File: src/hw/rtl/mpq_pkg.sv
`default_nettype none
// ----------------------------------------------------------------------------
// mpq_pkg
// Shared types and constants for the max priority queue.
// ----------------------------------------------------------------------------
package mpq_pkg;

    localparam int MPQ_CAPACITY = 16;
    localparam int DATA_W       = 32;
    localparam int OUT_CNT_W    = 5;

    // request kind carried in tuser
    typedef enum logic {
        ACT_ENQ = 1'b0,
        ACT_DEQ = 1'b1
    } t_mpq_action;

    // per-beat command broadcast to every cell
    typedef struct packed {
        logic                     enq;    // accepted enqueue, not full
        logic                     deq;    // accepted dequeue, not empty
        logic signed [DATA_W-1:0] value;  // value to insert
    } t_mpq_ctl;

endpackage
`default_nettype wire

File: src/hw/rtl/mpq_cell.sv
`default_nettype none
// ----------------------------------------------------------------------------
// mpq_cell
// One slot of the sorted chain. Slots hold values in descending order, the
// largest in slot 0. On insert a slot keeps its value, takes the new value,
// or takes its left neighbor's value; on remove it takes its right neighbor's.
// ----------------------------------------------------------------------------
module mpq_cell (
    input  wire logic                             i_clk,
    input  wire mpq_pkg::t_mpq_ctl                i_ctl,
    input  wire logic                             i_occupied,
    input  wire logic                             i_left_keep,
    input  wire logic signed [mpq_pkg::DATA_W-1:0] i_left_val,
    input  wire logic signed [mpq_pkg::DATA_W-1:0] i_right_val,
    output logic                                  o_keep,
    output logic signed [mpq_pkg::DATA_W-1:0]     o_val,
    output logic signed [mpq_pkg::DATA_W-1:0]     o_next
);
    import mpq_pkg::*;

    logic signed [DATA_W-1:0] r_val;
    logic signed [DATA_W-1:0] n_val;

    // keep slot when it holds a strictly larger value than the new one
    assign o_keep = i_occupied && (r_val > i_ctl.value);

    // next slot content
    always_comb begin
        n_val = r_val;
        if (i_ctl.enq) begin
            if (!o_keep) begin
                n_val = i_left_keep ? i_ctl.value : i_left_val;
            end
        end else if (i_ctl.deq) begin
            n_val = i_right_val;
        end
    end

    always_ff @(posedge i_clk) begin
        r_val <= n_val;
    end

    assign o_val  = r_val;
    assign o_next = n_val;

endmodule
`default_nettype wire

File: src/hw/rtl/max_priority_queue_unit.sv
`default_nettype none
// ----------------------------------------------------------------------------
// max_priority_queue_unit
// Bounded max priority queue built as a chain of sorted slots.
// ----------------------------------------------------------------------------
// Result: registered; a result beat is valid in the cycle after its request beat is accepted.
// Throughput: one request per cycle unless a held result beat stalls the input;
//   every slot shifts or holds in parallel, whatever the fill level.
// Reset: synchronous active-low; clears the count and the output valid.
//   Slot contents are not reset and are only read below the count.
// ----------------------------------------------------------------------------
module max_priority_queue_unit #(
    parameter int CAPACITY = mpq_pkg::MPQ_CAPACITY
) (
    input  wire logic        i_clk,
    input  wire logic        i_rst_n,
    // request stream
    input  wire logic        s_axis_tvalid,
    output logic             s_axis_tready,
    input  wire logic [31:0] s_axis_tdata,   // [31:0] value
    input  wire logic        s_axis_tuser,   // [0] action
    // result stream
    output logic             m_axis_tvalid,
    input  wire logic        m_axis_tready,
    output logic [71:0]      m_axis_tdata    // [31:0] removed_value, [63:32] top_value,
                                             // [68:64] entry_count, [69] is_empty,
                                             // [70] is_full, [71] refused
);
    import mpq_pkg::*;

    localparam int CNT_W = $clog2(CAPACITY + 1);
    localparam logic [CNT_W-1:0] CAP_CNT = CNT_W'(CAPACITY);

    logic                     s_fire;
    t_mpq_action              act;
    logic                     is_full_now;
    logic                     is_empty_now;
    t_mpq_ctl                 ctl;

    logic [CNT_W-1:0]         r_count;
    logic [CNT_W-1:0]         n_count;

    logic [CAPACITY-1:0]      keep;
    logic [CAPACITY-1:0]      occupied;
    logic signed [DATA_W-1:0] cell_val  [CAPACITY];
    logic signed [DATA_W-1:0] cell_next [CAPACITY];

    logic                     r_ovalid;
    logic [71:0]              r_odata;
    logic [71:0]              n_odata;

    logic signed [DATA_W-1:0] removed;
    logic signed [DATA_W-1:0] top;
    logic                     refused;

    // request decode
    assign s_axis_tready = !r_ovalid || m_axis_tready;
    assign s_fire        = s_axis_tvalid && s_axis_tready;
    assign act           = t_mpq_action'(s_axis_tuser);
    assign is_full_now   = (r_count == CAP_CNT);
    assign is_empty_now  = (r_count == '0);

    always_comb begin
        ctl.enq   = s_fire && (act == ACT_ENQ) && !is_full_now;
        ctl.deq   = s_fire && (act == ACT_DEQ) && !is_empty_now;
        ctl.value = s_axis_tdata;
    end

    // slot chain
    for (genvar i = 0; i < CAPACITY; i++) begin : g_cell
        localparam logic [CNT_W-1:0] IDX = CNT_W'(i);
        logic                     left_keep;
        logic signed [DATA_W-1:0] left_val;
        logic signed [DATA_W-1:0] right_val;

        assign occupied[i] = IDX < r_count;

        if (i == 0) begin : g_head
            assign left_keep = 1'b1;
            assign left_val  = ctl.value;
        end else begin : g_body
            assign left_keep = keep[i-1];
            assign left_val  = cell_val[i-1];
        end

        if (i == CAPACITY - 1) begin : g_tail
            assign right_val = '0;
        end else begin : g_mid
            assign right_val = cell_val[i+1];
        end

        mpq_cell u_cell (
            .i_clk       (i_clk),
            .i_ctl       (ctl),
            .i_occupied  (occupied[i]),
            .i_left_keep (left_keep),
            .i_left_val  (left_val),
            .i_right_val (right_val),
            .o_keep      (keep[i]),
            .o_val       (cell_val[i]),
            .o_next      (cell_next[i])
        );
    end

    // count update
    always_comb begin
        n_count = r_count;
        if (ctl.enq) begin
            n_count = r_count + CNT_W'(1);
        end else if (ctl.deq) begin
            n_count = r_count - CNT_W'(1);
        end
    end

    // result beat
    always_comb begin
        removed = ctl.deq ? cell_val[0] : '0;
        top     = (n_count == '0) ? '0 : cell_next[0];
        refused = s_fire && !ctl.enq && !ctl.deq;
        n_odata = {refused,
                   (n_count == CAP_CNT),
                   (n_count == '0),
                   OUT_CNT_W'(n_count),
                   top,
                   removed};
    end

    always_ff @(posedge i_clk) begin
        if (!i_rst_n) begin
            r_count  <= '0;
            r_ovalid <= 1'b0;
        end else begin
            r_count <= n_count;
            if (s_fire) begin
                r_ovalid <= 1'b1;
            end else if (m_axis_tready) begin
                r_ovalid <= 1'b0;
            end
        end
    end

    always_ff @(posedge i_clk) begin
        if (s_fire) begin
            r_odata <= n_odata;
        end
    end

    assign m_axis_tvalid = r_ovalid;
    assign m_axis_tdata  = r_odata;

`ifndef SYNTHESIS
    // fill level never passes capacity
    a_count_bound: assert property (@(posedge i_clk) disable iff (!i_rst_n)
        r_count <= CAP_CNT)
        else $error("queue count above capacity");

    // accepted enqueue into a non-full queue grows the count by one
    a_enq_grows: assert property (@(posedge i_clk) disable iff (!i_rst_n)
        s_fire && (act == ACT_ENQ) && !is_full_now |=> r_count == $past(r_count) + CNT_W'(1))
        else $error("enqueue did not grow count");

    // dequeue on empty leaves the queue empty
    a_deq_empty: assert property (@(posedge i_clk) disable iff (!i_rst_n)
        s_fire && (act == ACT_DEQ) && is_empty_now |=> r_count == '0)
        else $error("dequeue on empty changed count");

    // refused flag in the result beat matches the state it saw
    a_refused_flag: assert property (@(posedge i_clk) disable iff (!i_rst_n)
        s_fire |=> r_odata[71] == ($past(act == ACT_ENQ) ? $past(is_full_now)
                                                         : $past(is_empty_now)))
        else $error("refused flag mismatch");

    // occupied slots stay in descending order
    for (genvar k = 0; k < CAPACITY - 1; k++) begin : g_order_chk
        a_sorted: assert property (@(posedge i_clk) disable iff (!i_rst_n)
            occupied[k+1] |-> cell_val[k] >= cell_val[k+1])
            else $error("slot chain out of order");
    end
`endif

endmodule
`default_nettype wire
File: config.mk
export PLATFORM = sky130hd
export DESIGN_NAME = max_priority_queue_unit
export DESIGN_NICKNAME = d
export VERILOG_FILES = /design/src/hw/rtl/mpq_pkg.sv /design/src/hw/rtl/mpq_cell.sv /design/src/hw/rtl/max_priority_queue_unit.sv
export SDC_FILE = /design/constraint.sdc
export NUM_CORES = 2
export LEC_CHECK = 0
export BUFFER_PORTS_ARGS = -buffer_cell sky130_fd_sc_hd__buf_2
export CAP_MARGIN = 20
export CORE_UTILIZATION = 45
export CTS_BUF_LIST = sky130_fd_sc_hd__clkbuf_4 sky130_fd_sc_hd__clkbuf_8
export DETAILED_ROUTE_END_ITERATION = 6
export PLACE_DENSITY = 0.61
export REMOVE_ABC_BUFFERS = 1
export SLEW_MARGIN = 20
export SYNTH_ARGS = -nofsm -noshare
export SYNTH_HDL_FRONTEND = slang
export SYNTH_SLANG_ARGS = --single-unit
File: constraint.sdc
create_clock -name i_clk -period 10.35 [get_ports i_clk]
set_clock_uncertainty 0.1 [all_clocks]
set_input_delay 3.105 -clock i_clk [delete_from_list [all_inputs] [get_ports i_clk]]
set_output_delay 3.105 -clock i_clk [all_outputs]
set_load 0.02 [all_outputs]
Word-level counts from Yosys, hierarchy flattened
Index checks and enable logic that the tools add are counted.

storage, ports and cells
  memories kept = 0
  RAM bits = 0
  register bits after elaboration = 590
  output and inout bits = 74
  bits in latches = 0
  word-level logic and storage cells = 188
  input bits = 37
  memory bits (read-only) = 0

operators by class
  shifts and indexed selects = 0
  add/sub/neg operators = 2
  magnitude comparators = 32
  equal/unequal tests = 17
  multipliers = 0
  div/mod/pow operators = 0
  multiplexer cells = 67
  bitwise operators = 1
  reductions and logical operators = 48

operators by type and width
  cell                                                                 number
  32-bit two-way mux                                                   63
  32-bit greater-than comparator                                       16
  4-bit by 5-bit < comparator with 1-bit output, first input constant  8
  2-bit inequality test, second input constant                         15
  2-bit AND reduction                                                  15
  1-bit logical AND                                                    23
  3-bit by 5-bit < comparator with 1-bit output, first input constant  4
  5-bit == test, second input constant                                 2
  5-bit logical NOT                                                    2
  1-bit by 5-bit < comparator with 1-bit output, first input constant  2
  2-bit by 5-bit < comparator with 1-bit output, first input constant  2
  5-bit two-way mux                                                    2
  5-bit by 1-bit adder with 5-bit output, second input constant        1
  1-bit logical NOT                                                    5
  5-bit by 1-bit subtractor with 5-bit output, second input constant   1
  2-bit nonzero test                                                   2
  1-bit two-way mux                                                    2
  1-bit logical OR                                                     1
  1-bit NOT                                                            1

Longest topological paths before layout
  depth after elaboration = 8
  depth in mapped cells = 13
  mapped depth without buffers = 9

Cells and area by module
From an unflattened synthesis, not the netlist that was laid out.

unflattened totals
  cells, all modules = 5087
  area, all modules = 47568.1 µm²

by module, submodules not included
  module                   times used  sequential area each (µm²)  cells an instance  area each (µm²)
  mpq_cell                 16          640.6                       300                2751.4
  max_priority_queue_unit  1           2282.2                      287                3545.9

Worst setup path after synthesis
OpenSTA, ideal clock, no wires.

  path type = input-to-reg
  from = in s_axis_tdata[31]
  to = reg g_cell[15].u_cell.r_val[0] (enable)
  arrival = 7646 ps
  buffers on the path = 1
  library setup time = 466 ps
  required time = 9784 ps
  stages = 9
  path slack = 2139 ps
  cells stage by stage = clkbuf_1 inv_1 ha_1 nand4_1 or2_2 or4_1 o31ai_1 o31ai_1 o21ai_0

on the way
  cells in the longest elaborated chain, start to end = 4

RTL lines
  item                             line                           RTL
  start, declared                  max_priority_queue_unit.sv:20  input wire logic [31:0] s_axis_tdata,
  32-bit greater-than comparator   mpq_cell.sv:25                 assign o_keep = i_occupied && (r_val > i_ctl.value);
  1-bit logical AND                mpq_cell.sv:25
  2-bit inequality test (no line)  n/a
  2-bit AND reduction (no line)    n/a
  end signal, assigned             mpq_cell.sv:40                 r_val <= n_val;
  end, declared                    mpq_cell.sv:21                 logic signed [DATA_W-1:0] r_val;

Every way passes these cells.
A chain may end at the register's enable or synchronous reset.

Worst setup path after layout
  from = in m_axis_tready
  to = out s_axis_tready

on the way
  cells in the longest elaborated chain, start to end = 1

RTL lines
  item              line                           RTL
  start, declared   max_priority_queue_unit.sv:24  input wire logic m_axis_tready,
  1-bit logical OR  max_priority_queue_unit.sv:57  assign s_axis_tready = !r_ovalid || m_axis_tready;
  end, declared     max_priority_queue_unit.sv:19  output logic s_axis_tready,

Every way passes these cells.

==> results.json <==
{
  "run_status": "completed",
  "powerDensity_nw_per_um2": 176.1,
  "grt.overflow.total": 0,
  "estimated_wirelength_of_the_detail_placed_design_um": 99880,
  "seq_area_frac_synth_pct": 41.80,
  "worstSetupPathType": "in2out",
  "setup_violation_total_in_the_final_timing_report": 0,
  "cells_traversed_along_the_worst_timing_path": "buf_2, and2b_1, inv_1, buf_2",
  "crit_fanout": 6,
  "clock_pin_slew_reported_for_the_worst_setup_and_hold_paths_after_clock_tree_synthesis_ps": 60,
  "clk_latency_ps": 760,
  "firstDrtPassIters": 6,
  "crit_path_top_delay_cell": "sky130_fd_sc_hd__and2b_1",
  "max-cap-violations": 0,
  "fin_area_um2": 45360,
  "numPlacedInstances": 5345,
  "grt_first_pass_wirelength_um": 207100,
  "clockBufferDepth": 3,
  "finalWorstPathRequiredPeriod_ps": 7015,
  "timing.critical_path.to_type": "output pin",
  "fp.dieW_um": 305.6,
  "routability_congestion": 0.9114,
  "port_buffers": 110,
  "route.detailed.drc": 0,
  "initial_utilization_pct": 45.73,
  "final.hold.worst_slack_ps": 470.5,
  "grt_max_degree": 163,
  "fmax_ghz": 0.1425,
  "arrival_ps": 3810,
  "cts.htree.levels": 3,
  "drtIter0Drc": 3550,
  "report.final.hold_viol_count": 0,
  "number_of_antenna_violations_at_the_first_check_in_global_routing": 7,
  "placed_area_um2": 43010,
  "yosysUniqueCellTypes": 76,
  "layout-drive-gt1-share_pct": 10.05,
  "max_stage_delay_ps": 260,
  "cts_resized": 0,
  "core_um2": 90700,
  "total_power_uw": 7986,
  "synth.cell_area_um2": 41470,
  "die-area_um2": 93390,
  "setup_repair_after_global_routing_missed_its_margin": "no",
  "yosys_warnings": 0,
  "timing.critical_path.from_type": "input pin",
  "wirelength_um": 134800,
  "ctsHoldBuffers": 0,
  "timing.max_slew.rel_slack_pct": 29.16,
  "avgViaCountPerCell": 6.397,
  "postSynthRegisterBits": 590,
  "grt_usage_pct": 28.40,
  "maxSlewViolCount": 0,
  "worstMarginPinSlew_ps": 1063,
  "synth-main-ff-cell": "sky130_fd_sc_hd__edfxtp_1",
  "final.fill_count": 8327,
  "clock_root_cell": "sky130_fd_sc_hd__clkbuf_8",
  "synth_enable_flop_cells": 552,
  "hold_path_class": "reg2reg",
  "avgSynthCellArea_um2": 9.675,
  "vias": 35500,
  "grt_pass1_vias": 34540,
  "max-vdd-ir-drop_uv": 97.67,
  "ant_nets": 0,
  "numCtsBuffers": 107,
  "syn2layout_area_growth_pct": 9.358,
  "setup_fix_bufs_post_cts": 0,
  "power_leakage_uw": 0.01866,
  "totalNegativeSetupSlack_ps": 0,
  "top_level_ports": 111,
  "crit_path_frequent_cell": "sky130_fd_sc_hd__buf_2",
  "num_rows": 110,
  "postSynth.asyncResetShare_pct": 0,
  "syn_inst": 4287,
  "cts_tree": "built",
  "post_drt_wl_per_cell_um": 24.29,
  "dieHeight_um": 305.6,
  "fin_crit_sh_pct": 67.78,
  "final_net_count": 4830,
  "critical_path_required_ps": 7150,
  "tritoncts_num_sinks": 590,
  "fin_cells": 5549
}
synth_stat cells, types with 42 or more instances:
cell                       instances  area share [%]
sky130_fd_sc_hd__nand4_1         160             2.4
sky130_fd_sc_hd__o21ai_0         255             3.1
sky130_fd_sc_hd__a21o_1           43            0.78
sky130_fd_sc_hd__o21a_1           45            0.81
sky130_fd_sc_hd__ha_1            515              16
sky130_fd_sc_hd__o221ai_1        192             4.1
sky130_fd_sc_hd__a31oi_1         175             2.6
sky130_fd_sc_hd__edfxtp_1        552              40
sky130_fd_sc_hd__mux2i_1          64             1.5
sky130_fd_sc_hd__a21oi_1         361             4.4
sky130_fd_sc_hd__nand3_1         121             1.5
sky130_fd_sc_hd__a22oi_1          42            0.76
sky130_fd_sc_hd__nor3_1           47            0.57
sky130_fd_sc_hd__nor2_1          197             1.8
sky130_fd_sc_hd__buf_1            63            0.57
sky130_fd_sc_hd__inv_1           252             2.3
sky130_fd_sc_hd__clkbuf_1        206             1.9
sky130_fd_sc_hd__nand2_1         439             4.0
critical path, delay by kind of cell:
family / cells / cell delay, ps
buffers and inverters: 3 / 430
AND/OR/NAND/NOR: 1 / 260
final cells by class:
| type | count | area, µm² | share of cell area, % |
|---|---|---|---|
| timing repair buffer | 192 | 1195 | 2.634 |
| multi-input combinational | 3135 | 22060 | 48.65 |
| clock inverter | 47 | 409.1 | 0.9021 |
| sequential | 590 | 17340 | 38.22 |
| tap | 1176 | 1471 | 3.244 |
| inverter | 252 | 945.9 | 2.086 |
| antenna | 4 | 10.01 | 0.02207 |
| clock buffer | 153 | 1924 | 4.243 |
per-stage QoR:
step           setup WS (ps)  util (%)
6_report                3335     50.01
5_1_grt                 3132     50.01
4_1_cts                 3327     49.99
3_5_place_dp            2710     47.42
3_3_place_gp            2788     47.42
2_1_floorplan          -6407         -
final timing paths:
kind	from	to	slack (ps)	depth (start not counted)
setup / recovery	m_axis_tready	s_axis_tready	3330	4
hold / removal	g_cell[10].u_cell.o_val[0]$_DFFE_PP_	g_cell[9].u_cell.o_val[0]$_DFFE_PP_	470	2
setup reg to reg	r_count[0]$_SDFF_PN0_	g_cell[13].u_cell.o_val[20]$_DFFE_PP_	5830	8
hold reg to reg	g_cell[10].u_cell.o_val[0]$_DFFE_PP_	g_cell[9].u_cell.o_val[0]$_DFFE_PP_	470	2
power by group:
group,switching [µW],internal [µW],leakage [µW]
combinational,1440,733,0.0119
clock,1090,1370,0.00124
sequential,284,3060,0.00556
cell families (layout without fill, tap and decap cells):
kind of cell	after synthesis	after routing	share of synthesized area, %
buffers and inverters	562	644	5.285
multiplexers	64	64	1.545
AO/OA/AOI/OAI	1339	1339	21.23
flip-flops	590	590	41.80
other	0	4	0
AND/OR/NAND/NOR	1213	1213	14.52
adder cells (fa/ha/maj)	515	515	15.54
XOR/XNOR	4	4	0.08449
flip-flops by register name (all words and copies together), names as in the netlist:
register / cells
r_count: 5
g_cell.u_cell.o_val: 512
m_axis_tdata: 72
m_axis_tvalid: 1
placed cells by master (no fill, tap or decap), types with 121 or more instances in the layout:
cell type and n:
sky130_fd_sc_hd__inv_1 251, sky130_fd_sc_hd__nand4_1 160, sky130_fd_sc_hd__a21oi_1 361, sky130_fd_sc_hd__o21ai_0 250, sky130_fd_sc_hd__a31oi_1 174, sky130_fd_sc_hd__o221ai_1 192
sky130_fd_sc_hd__ha_1 514, sky130_fd_sc_hd__nand2_1 438, sky130_fd_sc_hd__nor2_1 195, sky130_fd_sc_hd__nand3_1 121, sky130_fd_sc_hd__edfxtp_1 552, sky130_fd_sc_hd__clkbuf_8 124
metal layers:
| metal | GRT usage [%] | up-vias | routed length (µm) | part of all wire, % |
|---|---|---|---|---|
| met5 | 0 | - | 32 | 0.024 |
| met3 | 3.584 | 262 | 10260 | 7.6 |
| met2 | 45.98 | 1506 | 61840 | 46 |
| met4 | 12.55 | 6 | 5546 | 4.1 |
| met1 | 38.02 | 17110 | 57070 | 42 |
| li1 | - | 16610 | - | - |
(Power assumes the default switching activity.)
